==> config.mk <==
export PLATFORM = sky130hd
export DESIGN_NAME = slot_allocator_with_gap_stack
export DESIGN_NICKNAME = d
export VERILOG_FILES = /design/src/rtl/sag_pkg.sv /design/src/rtl/sag_ram.sv /design/src/rtl/sag_obuf.sv /design/src/rtl/slot_allocator_with_gap_stack.sv
export SDC_FILE = /design/constraint.sdc
export NUM_CORES = 1
export LEC_CHECK = 0
export ABC_AREA = 0
export BUFFER_PORTS_ARGS = -buffer_cell sky130_fd_sc_hd__buf_2
export CORE_ASPECT_RATIO = 0.9
export CORE_UTILIZATION = 55
export DETAILED_ROUTE_END_ITERATION = 10
export GPL_TIMING_DRIVEN = 0
export HOLD_SLACK_MARGIN = 0.12
export PLACE_DENSITY = 0.78
export SYNTH_ARGS = -nofsm -noshare
export SYNTH_HDL_FRONTEND = slang
export SYNTH_HIERARCHICAL = 1
export SYNTH_SLANG_ARGS = --single-unit
==> constraint.sdc <==
create_clock -name clk -period 6.1 [get_ports clk]
set_input_delay 0.61 -clock clk [delete_from_list [all_inputs] [get_ports clk]]
set_output_delay 0.61 -clock clk [all_outputs]
set_load 0.03 [all_outputs]
==> src/rtl/sag_pkg.sv <==
// ----------------------------------------------------------------------------
// sag_pkg
// Shared types and constants for the slot allocator with gap stack.
// ----------------------------------------------------------------------------
package sag_pkg;

  localparam int CAPACITY = 64;

  typedef enum logic [2:0] {
    ACT_ALLOC     = 3'd0,
    ACT_FETCH_CHG = 3'd1,
    ACT_FETCH_RD  = 3'd2,
    ACT_REMOVE    = 3'd3,
    ACT_REFRESH   = 3'd4,
    ACT_CLEAR     = 3'd5,
    ACT_FREEZE    = 3'd6
  } act_t;

  typedef enum logic [1:0] {
    ST_OK       = 2'd0,
    ST_NOTFOUND = 2'd1,
    ST_FROZEN   = 2'd2,
    ST_FULL     = 2'd3
  } stat_t;

  typedef enum logic [1:0] {
    EV_NONE   = 2'd0,
    EV_ADD    = 2'd1,
    EV_REMOVE = 2'd2,
    EV_CLEAR  = 2'd3
  } evt_t;

  typedef enum logic {
    S_IDLE,
    S_EXEC
  } state_t;

  localparam logic [1:0] FLAG_DEAD  = 2'b01;
  localparam logic [1:0] FLAG_ALIEN = 2'b10;
  localparam logic [1:0] FLAG_NONE  = 2'b00;

  typedef struct packed {
    logic [5:0] slot;
    stat_t      status;
    evt_t       index_event;
    logic [6:0] used;
    logic       last;
  } word_t;

endpackage

==> src/rtl/sag_ram.sv <==
// ----------------------------------------------------------------------------
// sag_ram
// Simple dual-port synchronous RAM, one write and one registered read port.
// ----------------------------------------------------------------------------
module sag_ram #(
  parameter int WIDTH = 2,
  parameter int DEPTH = 64
) (
  input  logic                     clk,
  input  logic                     we,
  input  logic [$clog2(DEPTH)-1:0] waddr,
  input  logic [WIDTH-1:0]         wdata,
  input  logic                     re,
  input  logic [$clog2(DEPTH)-1:0] raddr,
  output logic [WIDTH-1:0]         rdata
);

  logic [WIDTH-1:0] mem [DEPTH];
  logic [WIDTH-1:0] rdata_r;

  always_ff @(posedge clk) begin
    if (we) begin
      mem[waddr] <= wdata;
    end
    if (re) begin
      rdata_r <= mem[raddr];
    end
  end

  assign rdata = rdata_r;

endmodule

==> src/rtl/sag_obuf.sv <==
// ----------------------------------------------------------------------------
// sag_obuf
// Two-word result buffer; loads a whole step's words, drains one per handshake.
// ----------------------------------------------------------------------------
module sag_obuf (
  input  logic          clk,
  input  logic          rst_n,
  input  logic          load,
  input  logic [1:0]    load_cnt,
  input  sag_pkg::word_t load_w0,
  input  sag_pkg::word_t load_w1,
  output logic          can_load,
  output logic          out_valid,
  input  logic          out_ready,
  output sag_pkg::word_t out_word
);
  import sag_pkg::*;

  word_t      w0_r, w0_nxt;
  word_t      w1_r, w1_nxt;
  logic [1:0] cnt_r, cnt_nxt;
  logic       pop;

  assign out_valid = (cnt_r != 2'd0);
  assign out_word  = w0_r;
  assign pop       = out_valid && out_ready;
  assign can_load  = (cnt_r == 2'd0) || ((cnt_r == 2'd1) && out_ready);

  always_comb begin
    w0_nxt  = w0_r;
    w1_nxt  = w1_r;
    cnt_nxt = cnt_r;
    if (load && can_load) begin
      w0_nxt  = load_w0;
      w1_nxt  = load_w1;
      cnt_nxt = load_cnt;
    end else if (pop) begin
      w0_nxt  = w1_r;
      cnt_nxt = cnt_r - 2'd1;
    end
  end

  always_ff @(posedge clk) begin
    if (!rst_n) begin
      cnt_r <= 2'd0;
    end else begin
      cnt_r <= cnt_nxt;
    end
    w0_r <= w0_nxt;
    w1_r <= w1_nxt;
  end

endmodule

==> src/rtl/slot_allocator_with_gap_stack.sv <==
// ----------------------------------------------------------------------------
// slot_allocator_with_gap_stack
// Slot table with dead/alien flags in RAM and a RAM-based stack of freed gaps.
// The first result word becomes valid once execute loads the result buffer.
// A new request is taken only in idle: accept, then execute, whether the step
// yields one word or two; a stalled result port holds the request in execute.
// The commit write lands in the accept cycle, the action's RAM write in execute.
// Reset clears counters, pending and frozen state; RAMs are not cleared.
// ----------------------------------------------------------------------------
module slot_allocator_with_gap_stack (
  input  logic       clk,
  input  logic       rst_n,
  input  logic       in_valid,
  output logic       in_ready,
  input  logic [2:0] in_action,
  input  logic [5:0] in_slot,
  output logic       out_valid,
  input  logic       out_ready,
  output logic [5:0] out_result_slot,
  output logic [1:0] out_status,
  output logic [1:0] out_index_event,
  output logic [6:0] out_used_count,
  output logic       out_last
);
  import sag_pkg::*;

  localparam int SW = $clog2(CAPACITY);
  localparam int CW = $clog2(CAPACITY + 1);
  localparam int EW = (CW > 6) ? CW : 6;

  state_t       state_r, state_nxt;
  logic [2:0]   act_r, act_nxt;
  logic [5:0]   slot_r, slot_nxt;
  logic         cm_r, cm_nxt;
  logic [CW-1:0] depth_r, depth_nxt;
  logic [CW-1:0] count_r, count_nxt;
  logic         pend_v_r, pend_v_nxt;
  logic [SW-1:0] pend_slot_r, pend_slot_nxt;
  logic         frozen_r, frozen_nxt;

  logic          fl_we, fl_re;
  logic [SW-1:0] fl_waddr, fl_raddr;
  logic [1:0]    fl_wdata, fl_rdata;
  logic          gp_we, gp_re;
  logic [SW-1:0] gp_waddr, gp_raddr, gp_wdata, gp_rdata;

  logic          accept, commit_now, live;
  act_t          act_in, act;
  logic [SW-1:0] s_idx, g;
  logic          ld;
  logic [1:0]    ld_cnt;
  word_t         ld_w0, ld_w1, w_cm, w_act, ow;
  logic          can_load;
  logic          act_known;

  assign act_in   = act_t'(in_action);
  assign act      = act_t'(act_r);
  assign in_ready = (state_r == S_IDLE);
  assign accept   = in_valid && in_ready;
  assign s_idx    = SW'(slot_r);
  assign live     = (EW'(slot_r) < EW'(count_r)) && ((fl_rdata & FLAG_DEAD) == FLAG_NONE);
  assign commit_now = accept && pend_v_r && (act_in inside
      {ACT_ALLOC, ACT_FETCH_CHG, ACT_FETCH_RD, ACT_REMOVE, ACT_REFRESH, ACT_FREEZE});
  assign act_known = act inside
      {ACT_ALLOC, ACT_FETCH_CHG, ACT_FETCH_RD, ACT_REMOVE, ACT_REFRESH, ACT_CLEAR, ACT_FREEZE};

  assign fl_re    = accept;
  assign fl_raddr = SW'(in_slot);
  assign gp_re    = accept;
  assign gp_raddr = SW'(depth_r - CW'(1));

  always_comb begin
    state_nxt     = state_r;
    act_nxt       = act_r;
    slot_nxt      = slot_r;
    cm_nxt        = cm_r;
    depth_nxt     = depth_r;
    count_nxt     = count_r;
    pend_v_nxt    = pend_v_r;
    pend_slot_nxt = pend_slot_r;
    frozen_nxt    = frozen_r;
    fl_we         = 1'b0;
    fl_waddr      = pend_slot_r;
    fl_wdata      = FLAG_NONE;
    gp_we         = 1'b0;
    gp_waddr      = SW'(depth_r);
    gp_wdata      = s_idx;
    g             = gp_rdata;
    ld            = 1'b0;
    w_act         = '{slot: 6'd0, status: ST_OK, index_event: EV_NONE, used: 7'd0,
                      last: 1'b1};
    case (state_r)
      S_IDLE: begin
        if (accept) begin
          act_nxt   = in_action;
          slot_nxt  = in_slot;
          cm_nxt    = commit_now;
          state_nxt = S_EXEC;
          if (commit_now) begin
            fl_we      = 1'b1;
            pend_v_nxt = 1'b0;
          end
        end
      end
      S_EXEC: begin
        if (can_load) begin
          ld        = 1'b1;
          state_nxt = S_IDLE;
          case (act)
            ACT_ALLOC: begin
              if (frozen_r) begin
                w_act.status = ST_FROZEN;
              end else if (depth_r != '0) begin
                depth_nxt  = depth_r - CW'(1);
                fl_we      = 1'b1;
                fl_waddr   = g;
                fl_wdata   = FLAG_ALIEN;
                pend_v_nxt = 1'b1;
                pend_slot_nxt = g;
                w_act.slot = 6'(g);
              end else if (count_r == CW'(CAPACITY)) begin
                w_act.status = ST_FULL;
              end else begin
                fl_we      = 1'b1;
                fl_waddr   = SW'(count_r);
                fl_wdata   = FLAG_ALIEN;
                count_nxt  = count_r + CW'(1);
                pend_v_nxt = 1'b1;
                pend_slot_nxt = SW'(count_r);
                w_act.slot = 6'(count_r);
              end
            end
            ACT_FETCH_CHG: begin
              w_act.slot = slot_r;
              if (frozen_r) begin
                w_act.status = ST_FROZEN;
              end else if (!live) begin
                w_act.status = ST_NOTFOUND;
              end else begin
                fl_we      = 1'b1;
                fl_waddr   = s_idx;
                fl_wdata   = fl_rdata | FLAG_ALIEN;
                pend_v_nxt = 1'b1;
                pend_slot_nxt = s_idx;
                w_act.index_event = EV_REMOVE;
              end
            end
            ACT_FETCH_RD: begin
              w_act.slot   = slot_r;
              w_act.status = live ? ST_OK : ST_NOTFOUND;
            end
            ACT_REMOVE: begin
              w_act.slot = slot_r;
              if (frozen_r) begin
                w_act.status = ST_FROZEN;
              end else if (!live) begin
                w_act.status = ST_NOTFOUND;
              end else begin
                fl_we    = 1'b1;
                fl_waddr = s_idx;
                fl_wdata = FLAG_ALIEN | FLAG_DEAD;
                if (depth_r < CW'(CAPACITY)) begin
                  gp_we     = 1'b1;
                  depth_nxt = depth_r + CW'(1);
                end
                w_act.index_event = EV_REMOVE;
              end
            end
            ACT_CLEAR: begin
              if (frozen_r) begin
                w_act.status = ST_FROZEN;
              end else begin
                count_nxt  = '0;
                depth_nxt  = '0;
                pend_v_nxt = 1'b0;
                w_act.index_event = EV_CLEAR;
              end
            end
            ACT_FREEZE: begin
              frozen_nxt = 1'b1;
            end
            default: ;
          endcase
        end
      end
      default: state_nxt = S_IDLE;
    endcase
    w_act.used = 7'(count_nxt);
    w_cm = '{slot: 6'(pend_slot_r), status: ST_OK, index_event: EV_ADD,
             used: 7'(count_nxt), last: 1'b0};
    if (!act_known) begin
      ld_cnt = 2'd0;
      ld_w0  = w_act;
      ld_w1  = w_act;
    end else if (cm_r) begin
      ld_cnt = 2'd2;
      ld_w0  = w_cm;
      ld_w1  = w_act;
    end else begin
      ld_cnt = 2'd1;
      ld_w0  = w_act;
      ld_w1  = w_act;
    end
  end

  always_ff @(posedge clk) begin
    if (!rst_n) begin
      state_r     <= S_IDLE;
      cm_r        <= 1'b0;
      depth_r     <= '0;
      count_r     <= '0;
      pend_v_r    <= 1'b0;
      pend_slot_r <= '0;
      frozen_r    <= 1'b0;
    end else begin
      state_r     <= state_nxt;
      cm_r        <= cm_nxt;
      depth_r     <= depth_nxt;
      count_r     <= count_nxt;
      pend_v_r    <= pend_v_nxt;
      pend_slot_r <= pend_slot_nxt;
      frozen_r    <= frozen_nxt;
    end
    act_r  <= act_nxt;
    slot_r <= slot_nxt;
  end

  sag_ram #(.WIDTH(2), .DEPTH(CAPACITY)) u_flag_ram (
    .clk   (clk),
    .we    (fl_we),
    .waddr (fl_waddr),
    .wdata (fl_wdata),
    .re    (fl_re),
    .raddr (fl_raddr),
    .rdata (fl_rdata)
  );

  sag_ram #(.WIDTH(SW), .DEPTH(CAPACITY)) u_gap_ram (
    .clk   (clk),
    .we    (gp_we),
    .waddr (gp_waddr),
    .wdata (gp_wdata),
    .re    (gp_re),
    .raddr (gp_raddr),
    .rdata (gp_rdata)
  );

  sag_obuf u_obuf (
    .clk       (clk),
    .rst_n     (rst_n),
    .load      (ld),
    .load_cnt  (ld_cnt),
    .load_w0   (ld_w0),
    .load_w1   (ld_w1),
    .can_load  (can_load),
    .out_valid (out_valid),
    .out_ready (out_ready),
    .out_word  (ow)
  );

  assign out_result_slot = ow.slot;
  assign out_status      = ow.status;
  assign out_index_event = ow.index_event;
  assign out_used_count  = ow.used;
  assign out_last        = ow.last;

endmodule
==> key figures, run 1 <==
Run status
  – Status: complete, but fails checks
  – Failing checks: DRC

Placed design
  – DP HPWL: 35200 um
  – PortBufs: 32
  – Final RePlAce weighted congestion: 0.962

Logic synthesis
  – Syn nets: 1394
  – Post-Synthesis Cells: 1368
  – Synth Warn #: 6
  – Mean post-synth cell area: 16.5 um^2
  – Post-Syn Area: 0.0226 mm^2

Route
  – Vias per inst: 6.52
  – Antenna viol nets, final: 0
  – Detailed Route Iter0 Violations: 1782
  – DRC: 1
  – Routed len/inst: 26.0 um
  – Drt total wl: 53200 um
  – Drt pass-1 iters: 9
  – Via total after detailed routing: 13.3k

CTS
  – CTS H-tree depth: 2
  – TritonCTS clock tree: yes
  – CTS buffer count: 51
  – Post-CTS Resized: 0
  – CTS sink cnt: 526
  – Clk_lat worst skew: 610 ps
  – Clk pin slew, worst setup/hold paths: 60 ps
  – Root buf cell: clkbuf_16
  – Hold Buf Count CTS: 0
  – Setup Fix Bufs, Post-CTS: 0
  – Clock Tree Buf Depth: 3

Floorplanning
  – Core ar.: 0.0406 mm^2
  – Die Width: 216 um
  – # rows: 70
  – Die span in y: 194 um
  – Die ar.: 0.0419 mm^2
  – Starting Density: 0.557
  – I/O pin cnt: 33

Final layout
  – Area Overhead vs Synth: 12.2%
  – Commonest non-fill, non-tap cell in the layout: edfxtp_1
  – # diodes: 0
  – FILL cells: 2730
  – Most frequent cells in the layout: edfxtp_1 (500), nor2_1 (158), mux4_2 (94), nand2_1 (58), clkbuf_16 (53)
  – Register area: 0.0155 mm^2
  – Total Nets Final: 1491
  – Multi-input logic area: 0.00648 mm^2
  – Layout cell share with drive strength beyond 1: 0.203

Setup path
  – Largest delay share family, worst path: simple AND/OR/NAND/NOR gates
  – CP Launch Type: register
  – WP data required: 6340 ps
  – CP peak stage delay: 1040 ps
  – Crit Path Max Fanout: 24
  – Slowest CP cell: edfxtp_1
  – Worst Path Buf+Inv: 0
  – Crit-path cells: ha_1, nor2_1, or3_1, o311a_2, and3_1, and3_1, nor2b_1, nand3_1, nor2_1
  – CP Class: register to register
  – Arr. time, crit path: 4910 ps
  – Crit. End Element: register

STA
  – Final period util: 0.766
  – Endpoints failing setup: 0
  – RSZ-0062 raised after global routing: false
  – Fin. max-slew vios: 0
  – Fin Setup TNS: 0 ps
  – FMAX: 214 MHz
  – Rel. slew slack: 0.274
  – Max Clock Skew: 14.0 ps
  – Endpoints failing hold: 0
  – Slew @ Worst Pin: 1080 ps
  – Min Tclk post-route: 4680 ps

Global route
  – Total GRT Usage: 0.260
  – Initial antenna violation count: 0
  – First-pass GRT wire length: 80900 um
  – Largest net degree at the start of global routing: 65
  – Vias in the first global route: 13.1k
  – Total gr overflow: 0

Job
  – Max cap viols: 0

Min path
  – HP Class: input port to register

Power
  – PD cells: 339 mW/mm^2
  – Peak supply drop: 0.000257 V
  – Leak: 8.54 nW
  – Total power: 8.60 mW
==> power breakdown <==
part,total [mW],leakage (nW),switching [mW],internal [mW]
logic,1.39,2.93,0.888,0.503
clock network,3.03,0.765,1.31,1.72
registers,4.17,4.85,0.0616,4.11
==> state kept, by name, indices dropped and copies added (netlist names), 3 cells and up <==
name	cells
u_obuf/w1_r	18
u_gap_ram/mem	384
u_flag_ram/mem	64
u_obuf/out_word	18
depth_r	7
count_r	7
act	3
pend_slot_r	6
u_gap_ram/rdata	6
gp_wdata	6
==> worst reg2reg max path, cell delays in order, from the launching register on <==
cell	delay, ps
edfxtp_1	1040
ha_1	420
nor2_1	120
or3_1	160
o311a_2	300
and3_1	290
and3_1	360
nor2b_1	310
nand3_1	570
nor2_1	750
==> stage by stage <==
step	hold slack, ps	worst slack, ps	instance area (um^2)	instances	utilization
after floorplan	457	1880	22600	1368	-
after global placement	496	691	23400	1940	0.578
after detailed placement	498	1610	23800	1952	0.586
after CTS	163	1580	25400	2044	0.625
after global routing	171	1320	25400	2044	0.625
final	183	1420	25400	2044	0.625
==> final timing paths <==
| path | startpoint | to | slack [ps] | depth (start not counted) |
|---|---|---|---|---|
| hold / removal | in_action[1] | act[1]$_DFFE_PP_ | 180 | 1 |
| setup / recovery | gp_wdata[5]$_DFFE_PP_ | u_gap_ram/mem[22][5]$_DFFE_PP_ | 1420 | 9 |
| setup reg to reg | gp_wdata[5]$_DFFE_PP_ | u_gap_ram/mem[22][5]$_DFFE_PP_ | 1420 | 9 |
| hold reg to reg | cm_r$_SDFFE_PN0P_ | cm_r$_SDFFE_PN0P_ | 530 | 2 |
==> layout make-up <==
cell class | count | share of cell area
sequential | 526 | 0.613
inverter | 27 | 0.00400
clock inverter | 24 | 0.00775
buffer | 76 | 0.0192
clock buffer | 68 | 0.0549
tap | 540 | 0.0266
timing repair buffer | 44 | 0.0193
multi-input combinational | 739 | 0.255
==> layer usage <==
layer,global-route usage,part of all wire,up-vias
met5,0,0,-
met3,0.0624,0.11,176
met1,0.369,0.39,6669
met2,0.393,0.46,859
li1,-,-,5622
met4,0.101,0.041,0
Note: power is estimated with default switching activity, not from simulation.
==> inputs of run 2 (changes only) <==
Clock period 6.1 ns to 4.4 ns, I/O delays scaled along.
==> key figures, run 2 (synthesis gave the netlist of run 1 again) <==
Run status
  – Status: completed

Route
  – Detailed Route Iter0 Violations: 1710
  – Vias per inst: 6.49
  – Via total after detailed routing: 13.4k
  – Drt pass-1 iters: 6
  – Routed len/inst: 26.1 um
  – Drt total wl: 53900 um
  – Antenna viol nets, final: 0
  – DRC: 0

Global route
  – Total gr overflow: 0
  – Largest net degree at the start of global routing: 65
  – Initial antenna violation count: 0
  – Vias in the first global route: 13.1k
  – Total GRT Usage: 0.261
  – First-pass GRT wire length: 81100 um

STA
  – Rel. slew slack: 0.277
  – Endpoints failing setup: 0
  – WHS: 186 ps
  – Fin worst setup slack: 140 ps
  – Max Clock Skew: 13.3 ps
  – Fin. max-slew vios: 0
  – Slew @ Worst Pin: 1080 ps
  – Final period util: 0.968
  – Fin Setup TNS: 0 ps
  – Min Tclk post-route: 4260 ps
  – Endpoints failing hold: 0
  – FMAX: 235 MHz

Final layout
  – Top Registers: u_gap_ram/mem x384, u_flag_ram/mem x64
  – Non-filler instance count after layout: 2065
  – # diodes: 0
  – Total Nets Final: 1512
  – Max reg flops: 384
  – Register with the most flip-flops: u_gap_ram/mem
  – Final instance area: 0.0256 mm^2
  – Most frequent cells in the layout: edfxtp_1 (500), nor2_1 (151), mux4_2 (94), nand2_1 (58), clkbuf_16 (53)
  – Layout cell share with drive strength beyond 1: 0.214
  – Area Overhead vs Synth: 13.1%
  – Fin util: 0.630
  – Commonest non-fill, non-tap cell in the layout: edfxtp_1
  – FILL cells: 2703

Setup path
  – Crit. End Element: register
  – CP Class: register to register
  – CP peak stage delay: 680 ps
  – Worst reg2reg path endpoint: u_gap_ram/mem[46][4]$_DFFE_PP_
  – Crit Path Max Fanout: 8
  – Arr. time, crit path: 4500 ps
  – Crit-path cells: ha_1, a211oi_1, or3_1, o311a_2, and3_1, and3_1, nor2b_1, nand3_1, nor2_2
  – Reg2Reg Setup Slack: 140 ps
  – Largest delay share family, worst path: simple AND/OR/NAND/NOR gates
  – CP Launch Type: register
  – Most Frequent Cell on Critical Path: and3_1
  – RR Startpoint: gp_wdata[4]$_DFFE_PP_
  – Worst Path Buf+Inv: 0
  – Slowest CP cell: nand3_1
  – WP data required: 4640 ps
  – Reg2Reg Depth: 9

CTS
  – Clk pin slew, worst setup/hold paths: 70 ps
  – CTS sink cnt: 526
  – CTS H-tree depth: 2
  – Clk_lat worst skew: 610 ps
  – TritonCTS clock tree: yes
  – Root buf cell: clkbuf_16
  – Clock Tree Buf Depth: 3
  – CTS buffer count: 51

Power
  – PD cells: 467 mW/mm^2
  – Peak supply drop: 0.000356 V
  – Total power: 11.9 mW
  – Leak: 8.64 nW

Job
  – Max cap viols: 0

Min path
  – Hold EP: u_obuf/cnt_r[1]$_SDFFE_PN0P_
  – Hold depth: 3
  – HP Class: input port to register
  – Hold path start: rst_n

Floorplanning
  – Die span in y: 194 um
  – Die ar.: 0.0419 mm^2
  – Starting Density: 0.557
  – Core ar.: 0.0406 mm^2
  – # rows: 70
  – I/O pin cnt: 33
  – Die Width: 216 um

Placed design
  – Place WS: -86.2 ps
  – PortBufs: 32
  – DP HPWL: 35200 um
  – Placed insts: 1952
  – Final RePlAce weighted congestion: 0.962
  – Placed cell area: 0.0238 mm^2
[run 2: cell count changes in the layout (fill, tap and decap cells not counted), sizes merged]
cell,delta
buf,+13
dlygate4sd3,+8
[run 2: layer usage]
layer	up-vias	global-route usage	routed length, um	share of wire
met3	169	0.0610	5710	0.11
li1	5669	-	-	-
met4	0	0.100	2100	0.039
met5	-	0	0	0
met1	6738	0.371	21100	0.39
met2	823	0.396	25100	0.46
[run 2: what timing repair did]
action / 4_1_cts / 5_1_grt
hold endpoints to repair: 8 / 0
setup endpoints to repair: 52 / 178
hold buffers: 8 / 0
gates resized for setup: 1 / 7
buffers inserted: 1 / 12
[run 2: report_power, final]
group / internal, mW / switching [mW] / leakage, nW
sequential: 5.70 / 0.0689 / 4.85
clock: 2.39 / 1.82 / 0.765
combinational: 0.713 / 1.25 / 3.02
total: 8.80 / 3.14 / 8.64
[run 2: how the worst max path moves through the flow]
| stage | end | from | slack (ps) | cells after the start |
|---|---|---|---|---|
| floorplan | u_flag_ram/mem[8][0]$_DFFE_PP_ | gp_wdata[4]$_DFFE_PP_ | 180 | 11 |
| global placement | u_flag_ram/mem[0][0]$_DFFE_PP_ | gp_wdata[4]$_DFFE_PP_ | -1010 | 11 |
| detailed placement | u_gap_ram/mem[22][0]$_DFFE_PP_ | gp_wdata[5]$_DFFE_PP_ | -90 | 9 |
| CTS | u_gap_ram/mem[62][3]$_DFFE_PP_ | gp_wdata[3]$_DFFE_PP_ | -8 | 10 |
| global route | u_flag_ram/mem[20][0]$_DFFE_PP_ | gp_wdata[4]$_DFFE_PP_ | -9 | 12 |
| finish | u_gap_ram/mem[46][4]$_DFFE_PP_ | gp_wdata[4]$_DFFE_PP_ | 140 | 9 |
[run 2: worst min-delay path: cells and delay by family]
| kind | cells | cell delay, ps |
|---|---|---|
| buffers and inverters | 1 | 170 |
| AOI/OAI and AO/OA | 2 | 130 |
[run 2: cell type report]
cell class                 instances  area [um^2]  share of cell area
timing repair buffer              65          668              0.0261
buffer                            76          487              0.0190
clock inverter                    24          196             0.00769
inverter                          27          101             0.00397
clock buffer                      68         1390              0.0545
sequential                       526        15500               0.608
tap                              540          676              0.0264
multi-input combinational        739         6490               0.254
